===== config.mk =====
export PLATFORM = sky130hd
export DESIGN_NAME = three_way_threshold_partition
export DESIGN_NICKNAME = d
export VERILOG_FILES = /design/src/rtl/twtp_pkg.sv /design/src/rtl/three_way_threshold_partition.sv
export SDC_FILE = /design/constraint.sdc
export NUM_CORES = 2
export LEC_CHECK = 0
export ABC_AREA = 0
export BUFFER_PORTS_ARGS = -buffer_cell sky130_fd_sc_hd__buf_4
export CAP_MARGIN = 20
export CORE_MARGIN = 3
export CORE_UTILIZATION = 50
export DETAILED_ROUTE_END_ITERATION = 16
export HOLD_SLACK_MARGIN = 0.12
export PLACE_DENSITY_LB_ADDON = 0.12
export SETUP_SLACK_MARGIN = 0.1
export SYNTH_ARGS = -nofsm -noshare
export SYNTH_HDL_FRONTEND = slang
export SYNTH_SLANG_ARGS = --single-unit

===== constraint.sdc =====
create_clock -name clk -period 7.5 [get_ports clk]
set_input_delay 1.5 -clock clk [delete_from_list [all_inputs] [get_ports clk]]
set_output_delay 1.5 -clock clk [all_outputs]
set_load 0.05 [all_outputs]

===== src/rtl/twtp_pkg.sv =====
// Shared types and constants for the three-way threshold partition block.
// No dependencies; the top level imports it.
package twtp_pkg;

  localparam int DATA_W = 32;
  localparam int GRP_W  = 2;
  localparam int ADDR_W = 3;

  localparam logic [DATA_W-1:0] HIGH_RESET = 32'd1000;
  localparam logic [DATA_W-1:0] LOW_RESET  = 32'd700;

  // register index as seen on paddr[2]
  localparam logic REG_HIGH = 1'b0;
  localparam logic REG_LOW  = 1'b1;

  localparam logic [GRP_W-1:0] GRP_HIGH = 2'd0;
  localparam logic [GRP_W-1:0] GRP_MID  = 2'd1;
  localparam logic [GRP_W-1:0] GRP_REST = 2'd2;

  typedef enum logic [2:0] {
    ST_IDLE,
    ST_LO_RD,
    ST_LO_CHK,
    ST_HI_RD,
    ST_HI_CHK,
    ST_SWAP,
    ST_EM_RD,
    ST_EM_OUT
  } state_t;

endpackage


===== src/rtl/three_way_threshold_partition.sv =====
// Three-way threshold partition: value buffer, two-pointer partition sequencer,
// emit walk and APB threshold registers. Depends on twtp_pkg.
//
// Loading: one word per cycle while busy is low; a word without the final mark
//   never raises busy. The final word starts the partition: two passes of
//   pointer steps and swaps through the value buffer, each using the shared
//   compare unit, then the emit walk, which reads each stored word and then
//   presents it as a result. Results cannot be stalled.
// Reset (synchronous): thresholds to 1000/700, fill count and overflow cleared,
//   sequencer idle; buffer contents are not cleared.
module three_way_threshold_partition #(
  parameter int MAX_ITEMS = 64
) (
  input  logic                          clk,
  input  logic                          rst,
  // item side
  input  logic                          start,
  output logic                          busy,
  input  logic [twtp_pkg::DATA_W-1:0]   item_value,
  input  logic                          is_final,
  // result side
  output logic                          result_strobe,
  output logic [twtp_pkg::DATA_W-1:0]   out_value,
  output logic [twtp_pkg::GRP_W-1:0]    group_code,
  output logic                          end_of_run,
  output logic                          overflowed,
  // configuration
  input  logic                          psel,
  input  logic                          penable,
  input  logic                          pwrite,
  input  logic [twtp_pkg::ADDR_W-1:0]   paddr,
  input  logic [31:0]                   pwdata,
  output logic [31:0]                   prdata,
  output logic                          pready
);
  import twtp_pkg::*;

  localparam int IDX_W = (MAX_ITEMS > 1) ? $clog2(MAX_ITEMS) : 1;
  localparam int CNT_W = $clog2(MAX_ITEMS + 1);

  // threshold registers
  logic [DATA_W-1:0] high_thr;
  logic [DATA_W-1:0] low_thr;

  // value buffer
  logic [DATA_W-1:0] value_store [MAX_ITEMS];
  logic              mem_we;
  logic [IDX_W-1:0]  mem_wa;
  logic [DATA_W-1:0] mem_wd;
  logic [IDX_W-1:0]  rd_addr;
  logic [DATA_W-1:0] mem_rdata;

  // sequencer registers
  state_t            state, state_next;
  logic [CNT_W-1:0]  fill, fill_next;
  logic              ovf, ovf_next;
  logic [IDX_W-1:0]  lo, lo_next;
  logic [IDX_W-1:0]  hi, hi_next;
  logic [DATA_W-1:0] vlo, vlo_next;
  logic              pass_sel, pass_sel_next;
  logic [IDX_W-1:0]  k, k_next;
  logic [GRP_W-1:0]  grp, grp_next;

  // result registers
  logic              strobe_next;
  logic [DATA_W-1:0] out_value_next;
  logic [GRP_W-1:0]  group_code_next;
  logic              end_of_run_next;
  logic              overflowed_next;

  // shared compare unit and helpers
  logic [DATA_W-1:0] limit;
  logic              gt_limit;
  logic              gt_high;
  logic              gt_low;
  logic              has_room;
  logic              pass_end;
  logic              last_k;
  logic [GRP_W-1:0]  grp_s1;
  logic [GRP_W-1:0]  grp_s2;
  logic              cfg_wr;

  assign busy   = (state != ST_IDLE);
  assign pready = 1'b1;

  // ---------------------------------------------------------------------------
  // Configuration port: register index lives in paddr[2].
  // ---------------------------------------------------------------------------
  assign cfg_wr = psel && penable && pwrite && pready;

  always_ff @(posedge clk) begin
    if (rst) begin
      high_thr <= HIGH_RESET;
      low_thr  <= LOW_RESET;
    end else if (cfg_wr) begin
      if (paddr[2] == REG_HIGH) begin
        high_thr <= pwdata;
      end else begin
        low_thr <= pwdata;
      end
    end
  end

  assign prdata = (paddr[2] == REG_LOW) ? low_thr : high_thr;

  // ---------------------------------------------------------------------------
  // Value buffer: one write and one registered read per cycle.
  // ---------------------------------------------------------------------------
  always_ff @(posedge clk) begin
    if (mem_we) begin
      value_store[mem_wa] <= mem_wd;
    end
    mem_rdata <= value_store[rd_addr];
  end

  // The pass compare uses the high threshold first, then the low one.
  assign limit    = pass_sel ? low_thr : high_thr;
  assign gt_limit = (mem_rdata > limit);
  assign gt_high  = (mem_rdata > high_thr);
  assign gt_low   = (mem_rdata > low_thr);
  assign has_room = (fill < CNT_W'(MAX_ITEMS));
  assign last_k   = ((CNT_W'(k) + CNT_W'(1)) == fill);

  // Group tag follows a forward walk: high run, then mid run, then the rest.
  assign grp_s1 = ((grp == GRP_HIGH) && !gt_high) ? GRP_MID : grp;
  assign grp_s2 = ((grp_s1 == GRP_MID) && !gt_low) ? GRP_REST : grp_s1;

  // ---------------------------------------------------------------------------
  // Sequencer: load, two Hoare-style passes, emit walk.
  // ---------------------------------------------------------------------------
  always_ff @(posedge clk) begin
    if (rst) begin
      state         <= ST_IDLE;
      fill          <= '0;
      ovf           <= 1'b0;
      result_strobe <= 1'b0;
    end else begin
      state         <= state_next;
      fill          <= fill_next;
      ovf           <= ovf_next;
      result_strobe <= strobe_next;
    end
  end

  always_ff @(posedge clk) begin
    lo         <= lo_next;
    hi         <= hi_next;
    vlo        <= vlo_next;
    pass_sel   <= pass_sel_next;
    k          <= k_next;
    grp        <= grp_next;
    out_value  <= out_value_next;
    group_code <= group_code_next;
    end_of_run <= end_of_run_next;
    overflowed <= overflowed_next;
  end

  always_comb begin
    state_next      = state;
    fill_next       = fill;
    ovf_next        = ovf;
    lo_next         = lo;
    hi_next         = hi;
    vlo_next        = vlo;
    pass_sel_next   = pass_sel;
    k_next          = k;
    grp_next        = grp;
    strobe_next     = 1'b0;
    out_value_next  = out_value;
    group_code_next = group_code;
    end_of_run_next = end_of_run;
    overflowed_next = overflowed;
    mem_we          = 1'b0;
    mem_wa          = lo;
    mem_wd          = vlo;
    rd_addr         = lo;
    pass_end        = 1'b0;

    unique case (state)
      ST_IDLE: begin
        if (start) begin
          if (has_room) begin
            mem_we    = 1'b1;
            mem_wa    = fill[IDX_W-1:0];
            mem_wd    = item_value;
            fill_next = fill + CNT_W'(1);
          end else begin
            ovf_next = 1'b1;
          end
          if (is_final) begin
            pass_sel_next = 1'b0;
            lo_next       = '0;
            // last stored index: old fill when the word fit, else the top slot
            hi_next       = has_room ? fill[IDX_W-1:0] : IDX_W'(MAX_ITEMS - 1);
            state_next    = ST_LO_RD;
          end
        end
      end

      ST_LO_RD: begin
        if (lo < hi) begin
          rd_addr    = lo;
          state_next = ST_LO_CHK;
        end else begin
          pass_end = 1'b1;
        end
      end

      ST_LO_CHK: begin
        if (gt_limit) begin
          lo_next    = lo + IDX_W'(1);
          state_next = ST_LO_RD;
        end else begin
          vlo_next   = mem_rdata;
          state_next = ST_HI_RD;
        end
      end

      ST_HI_RD: begin
        if (lo < hi) begin
          rd_addr    = hi;
          state_next = ST_HI_CHK;
        end else begin
          pass_end = 1'b1;
        end
      end

      ST_HI_CHK: begin
        if (!gt_limit) begin
          hi_next    = hi - IDX_W'(1);
          state_next = ST_HI_RD;
        end else begin
          // first half of the swap: high-side word goes to lo
          mem_we     = 1'b1;
          mem_wa     = lo;
          mem_wd     = mem_rdata;
          state_next = ST_SWAP;
        end
      end

      ST_SWAP: begin
        mem_we     = 1'b1;
        mem_wa     = hi;
        mem_wd     = vlo;
        lo_next    = lo + IDX_W'(1);
        hi_next    = hi - IDX_W'(1);
        state_next = ST_LO_RD;
      end

      ST_EM_RD: begin
        rd_addr    = k;
        state_next = ST_EM_OUT;
      end

      ST_EM_OUT: begin
        strobe_next     = 1'b1;
        out_value_next  = mem_rdata;
        group_code_next = grp_s2;
        grp_next        = grp_s2;
        end_of_run_next = last_k;
        overflowed_next = last_k && ovf;
        if (last_k) begin
          fill_next  = '0;
          ovf_next   = 1'b0;
          state_next = ST_IDLE;
        end else begin
          k_next     = k + IDX_W'(1);
          state_next = ST_EM_RD;
        end
      end

      default: begin
        state_next = ST_IDLE;
      end
    endcase

    // Pointers met: rerun with the low threshold, or start the emit walk.
    if (pass_end) begin
      if (!pass_sel) begin
        pass_sel_next = 1'b1;
        lo_next       = '0;
        hi_next       = IDX_W'(fill - CNT_W'(1));
        state_next    = ST_LO_RD;
      end else begin
        k_next     = '0;
        grp_next   = GRP_HIGH;
        state_next = ST_EM_RD;
      end
    end
  end

endmodule

# --- Yosys cells after proc, flatten, opt, wreduce, memory -nomap -nowiden ---
# Memory sizes are Yosys's and may differ from the RTL's. A register that Yosys moved wholly into a read port is not among the register bits.
# Index checks and enable logic that the tools add are counted.
# Widths: inputs -> output; s select.
word_totals:
  ff_bits: 165
  ramBits: 2048
  input_bits: 74
  elab_cells: 130
  n_memories: 1
  out_inout_bits: 71
op_classes:
  n_reduce_logical: 18
  magnitude_cmp: 5
  addsub: 6
  eq_ne: 17
  bitwise: 2
  n_mux: 65
memory_table:
  columns: ["memory", "depth", "word_bits", "rd", "rd_clocked_by_memory_dff", "write_ports", "line", "text"]
  rows:
  - ["value_store", 64, 32, 1, 1, 1, "three_way_threshold_partition.sv:46", "logic [DATA_W-1:0] value_store [MAX_ITEMS];"]
op_table:
  columns: ["operator", "count"]
  rows:
  - ["$mux 32", 5]
  - ["$mux 6", 18]
  - ["$gt 32x32->1", 3]
  - ["$pmux 32 s2", 1]
  - ["$pmux 6 s3", 2]
  - ["$mux 3", 8]
  - ["$pmux 3 s8", 1]
  - ["$pmux 6 s2", 2]
  - ["$mux 7", 3]
  - ["$mux 1", 16]
  - ["$pmux 7 s2", 1]
  - ["$add 6x1->6 const B", 2]
  - ["$eq 3x3->1 const B", 4]
  - ["$mux 2", 6]
  - ["$ne 3x3->1 const B", 4]
  - ["$reduce_and 4->1", 3]
  - ["$sub 6x1->6 const B", 2]
  - ["$ne 2x2->1 const B", 4]
  - ["$add 6x1->7 const B", 1]
  - ["$add 7x1->7 const B", 1]
  - ["$eq 7x7->1", 1]
  - ["$lt 7x7->1 const B", 1]
  - ["$eq 3x2->1 const B", 2]
  - ["$lt 6x6->1", 1]
  - ["13 further kinds", 21]

# --- Logic depth before layout (Yosys ltp) ---
depth:
  word_depth: 10
  ltp_mapped: 18
  depth_no_buf: 11

# --- Worst setup path after synthesis ---
# No wires, ideal clock.
synth_path:
  path_type: "reg2reg"
  startpoint: "reg pass_sel"
  endpoint: "reg vlo[0], enable pin"
  slack_ns: 1.902
  path_stages_with_launch: 12
  required_ns: 7.039
  arrival_time_ns: 5.137
  setup_ns: 0.461
  path_buffers: 2
  cell_sequence: "dfxtp_1 clkbuf_1 clkbuf_1 mux2i_1 ha_1 a21o_1 a21o_1 a21o_1 a221o_1 o41a_1 and2_1 nor3_1"
synth_via:
  elab_chain_cells: 4
synth_lines:
  columns: ["element", "line", "text"]
  rows:
  - ["from (decl)", "three_way_threshold_partition.sv:60", "logic pass_sel, pass_sel_next;"]
  - ["from (signal assigned)", "three_way_threshold_partition.sv:149", "pass_sel <= pass_sel_next;"]
  - ["$mux 32", "three_way_threshold_partition.sv:117", "assign limit = pass_sel ? low_thr : high_thr;"]
  - ["$gt 32x32->1", "three_way_threshold_partition.sv:118", "assign gt_limit = (mem_rdata > limit);"]
  - ["$not 1->1 (no source line)", null, null]
  - ["$reduce_and 2->1 (no source line)", null, null]
  - ["to (signal assigned)", "three_way_threshold_partition.sv:148", "vlo <= vlo_next;"]
  - ["to (decl)", "three_way_threshold_partition.sv:59", "logic [DATA_W-1:0] vlo, vlo_next;"]
# No other way between the ends.
# A chain may end at the register's enable or synchronous reset.

# --- Worst setup path in the final report ---
layout_path:
  startpoint: "reg pass_sel"
  endpoint: "mem value_store[46][16], data pin"
layout_via:
  elab_chain_cells: 4
layout_lines:
  columns: ["element", "line", "text"]
  rows:
  - ["$mux 32", "three_way_threshold_partition.sv:117", null]
  - ["$gt 32x32->1", "three_way_threshold_partition.sv:118", null]
  - ["$mux 32", "three_way_threshold_partition.sv:229", "if (!gt_limit) begin"]
  - ["$pmux 32 s2", "three_way_threshold_partition.sv:179", "unique case (state)"]
  - ["named net mem_wd[16]", "three_way_threshold_partition.sv:49", "logic [DATA_W-1:0] mem_wd;"]
  - ["to (decl)", "three_way_threshold_partition.sv:46", null]
# The timed path passes the listed nets, and every way through them passes these cells.

==> impl_metrics.csv <==
group,metric,value,unit
status,run_status,"complete, no violations",
synth,ys_warn_count,0,
cts,path_clk_slew,60,ps
sta,fin_setup_tns,0,ps
cts,htreeDepth,4,
floorplanning,initial_core_util,0.504,
synth,synthAdderAreaFrac,0.0148,
synth,seq_area_frac_synth,0.734,
cts,cts_hold_buf,0,
cts,postCtsSetupBuffers,0,
cts,cts_root_buf,"clkbuf_16",
placement,portBuffers,141,
cells_and_area,layout-drive-gt1-share,0.127,
synth,syn_nets,6584,
cts,cts_tree,"done",
placement,dp_hpwl,155,mm
critical_path,path_class,"register to register",
critical_path,crit_fanout,33,
detailed_routing,first_pass_iters,9,
cells_and_area,synthToLayoutAreaGrowth,13.0,%
cts,cts_max_path_buffers,3,
sta,min_period_over_period,0.795,
cts,worstSkewPairLatency,860,ps
critical_path,cp_data_arrival_time,6540,ps
detailed_routing,drtIter0Drc,7636,
synth,synth_xor_area_frac,0.00204,
cts,cts_buffers,223,
synth,synthSimpleGateAreaFrac,0.124,
sta,rsz0062_at_grt,"no",
synth,synth_ff_type,"edfxtp_1",
sta,period_minus_slack,5960,ps
placement,dp_cells,8682,
synth,synthTopCellsByArea,"edfxtp_1 (70%), nand2_1 (5.1%), nand3_1 (4.0%)",
sta,tightest_slew,1190,ps
critical_path,cp_num_buf_inv,3,
floorplanning,dieWidth,431,um
sta,drv_slew,0,
detailed_routing,drc_errors,0,
synth,synth_cell_types,75,
min_path,hp-class,"register to register",
synth,synth_top_family_by_area,"simple AND/OR/NAND/NOR gates",
global_route,grt_pass1_vias,52800,
critical_path,critPathLaunchType,"register",
floorplanning,dieArea,185000,sq um
global_route,grt_pass1_wl,373,mm
cts,cts_resized,0,
synth,synth.mux.area_fraction,0.0375,
sta,slew_headroom,0.205,
global_route,grt_max_degree,128,
synth,synth_edf_count,2116,
sta,fin_worst_skew,53.6,ps
detailed_routing,routed_via_density,6.18,
global_route,overflow,0,
synth,synth-compound-area-share,0.0651,
pwr,power.density,330,nW/um^2
floorplanning,pin_count,145,
synth,synth_top_area_frac,0.705,
floorplanning,chipHeight,431,um
pwr,peakVddDrop,224,uV
cells_and_area,fin_cells,9117,
synth,ys_async_sr_fraction,0,
cells_and_area,fin_nets,6736,
sta,fmax,168,MHz
detailed_routing,vias,56300,
critical_path,endpoint_kind,"register",
sta,hold_viol,0,
synth,syn_area_per_cell,14.1,sq um
floorplanning,design.core.area,179000,sq um
global_route,antenna_found_initial,32,
sta,holdWs,460,ps
critical_path,path_cells,"buf_4, mux2i_1, ha_1, and4_1, a221o_1, o41a_1, and2_1, a21oi_1, or3_1, buf_4, a21o_2, buf_4",
synth,synthesis.area,90100,sq um
detailed_routing,antenna_left,0,
critical_path,rrSetupSlack,1540,ps
synth,ys_ff_latch,2245,
synth,synthCells,6404,
detailed_routing,drt-total-wl,260,mm
floorplanning,rows,155,
synth,yosys.area.top_type,"edfxtp_1",
cts,clkSinkCount,2245,
pwr,p_leak,0.0331,uW
run,maxCapViolCount,0,
critical_path,crit_family,"compound AO/OA/AOI/OAI gates",
detailed_routing,wl_per_cell,28.5,um
critical_path,cp_slowest_stage_delay,840,ps
critical_path,required,8080,ps
critical_path,cp_slowest_cell,"dfxtp_2",
global_route,grtUsageTotal,0.276,
placement,gp_congestion,0.892,
critical_path,cp_common_cell,"buf_4",
sta,setup_violations,0,
[cell type report]
class                   count  area (sq um)
diodes                     13          32.5
flip-flops and latches   2245         66100
clock buffers             298          5920
clock inverters           120          1090
fillers                 14100         76900
multi-input cells        3661         22500
well taps                2355          2950
inverters                  86           323
repair buffers            339          2890
[sequential cells by signal, indices dropped and copies added (netlist names), 2 cells and up]
signal       count
hi               6
vlo             32
grp              2
lo               6
mem_rdata       32
fill             7
out_value       32
low_thr         32
state            3
k                6
group_code       2
high_thr        32
value_store   2048
[where the power goes]
part | switching (uW) | internal, uW | total [uW]
combinational | 5190 | 1840 | 7030
clock | 4720 | 6040 | 10800
sequential | 384 | 15400 | 15800
total | 10300 | 23300 | 33600
[worst reg2reg max path: stages, from the launching register on]
cell	delay (ps)
dfxtp_2	840
buf_4	400
mux2i_1	240
ha_1	260
and4_1	220
a221o_1	350
o41a_1	540
and2_1	260
a21oi_1	140
or3_1	820
buf_4	340
a21o_2	700
buf_4	520
[layout by cell type, fill, tap and decap left out, drive strengths merged, types with 8 or more instances in the layout]
master,instances
and3,128
nand3b,14
a2111oi,12
xnor2,15
nand3,719
nor2,159
mux2i,154
a21o,64
nand2,1219
or3,8
clkbuf,298
a211o,14
inv,95
diode,13
edfxtp,2116
a31oi,227
o211ai,75
dfxtp,129
nor2b,8
ha,106
nor3,35
and4,24
buf,339
a32oi,113
a21oi,112
o21ai,61
nand4,103
bufinv,14
clkinv,90
o22ai,19
or4,17
mux4,80
a22oi,41
a22o,32
a311oi,11
[cell families after synthesis]
family / Yosys count
adder cells (fa/ha/maj): 107
buffers and inverters: 498
XOR/XNOR: 21
flip-flops: 2245
other: 1
AO/OA/AOI/OAI: 833
multiplexers: 237
AND/OR/NAND/NOR: 2462
[layer usage]
metal | GRT usage | vias to the layer above | wire [um]
met2 | 0.408 | 2642 | 116000
met5 | 0 | - | 65
met4 | 0.0911 | 10 | 8610
met1 | 0.412 | 28500 | 110000
met3 | 0.0556 | 354 | 25200
li1 | - | 24800 | -
[cell usage after synthesis, drive strengths merged, types with 8 or more instances]
library cell	number
nor2b	8
nor2	159
nand4	103
o21ai	61
or4	17
a211o	14
and4	24
o22ai	19
a2111oi	12
edfxtp	2116
a21oi	112
o211ai	75
nor3	35
dfxtp	129
buf	194
nand3b	14
a32oi	113
mux2i	154
ha	106
clkbuf	218
a311oi	11
a21o	64
nand2	1219
xnor2	15
nand3	719
and3	128
or3	8
mux4	80
a22oi	41
a22o	32
a31oi	227
inv	86
[worst paths after layout]
path | start | endpoint | cells past startpoint
setup / recovery | pass_sel | value_store[46][16] | 12
setup reg to reg | pass_sel | value_store[46][16] | 12
hold / removal | ovf | ovf | 2
hold reg to reg | ovf | ovf | 2
[through the flow]
| step | worst slack [ps] | utilization | area (sq um) | total power, uW |
|---|---|---|---|---|
| final | 1540 | 0.570 | 102000 | 33600 |
| after detailed placement | 1590 | 0.530 | 94800 | 23000 |
| after global routing | 1240 | 0.570 | 102000 | 34800 |
| after CTS | 1570 | 0.569 | 102000 | 33600 |
| after floorplan | 1900 | - | 90100 | 19800 |
| after global placement | 1730 | 0.529 | 94700 | 22800 |
(Power assumes the default switching activity.)
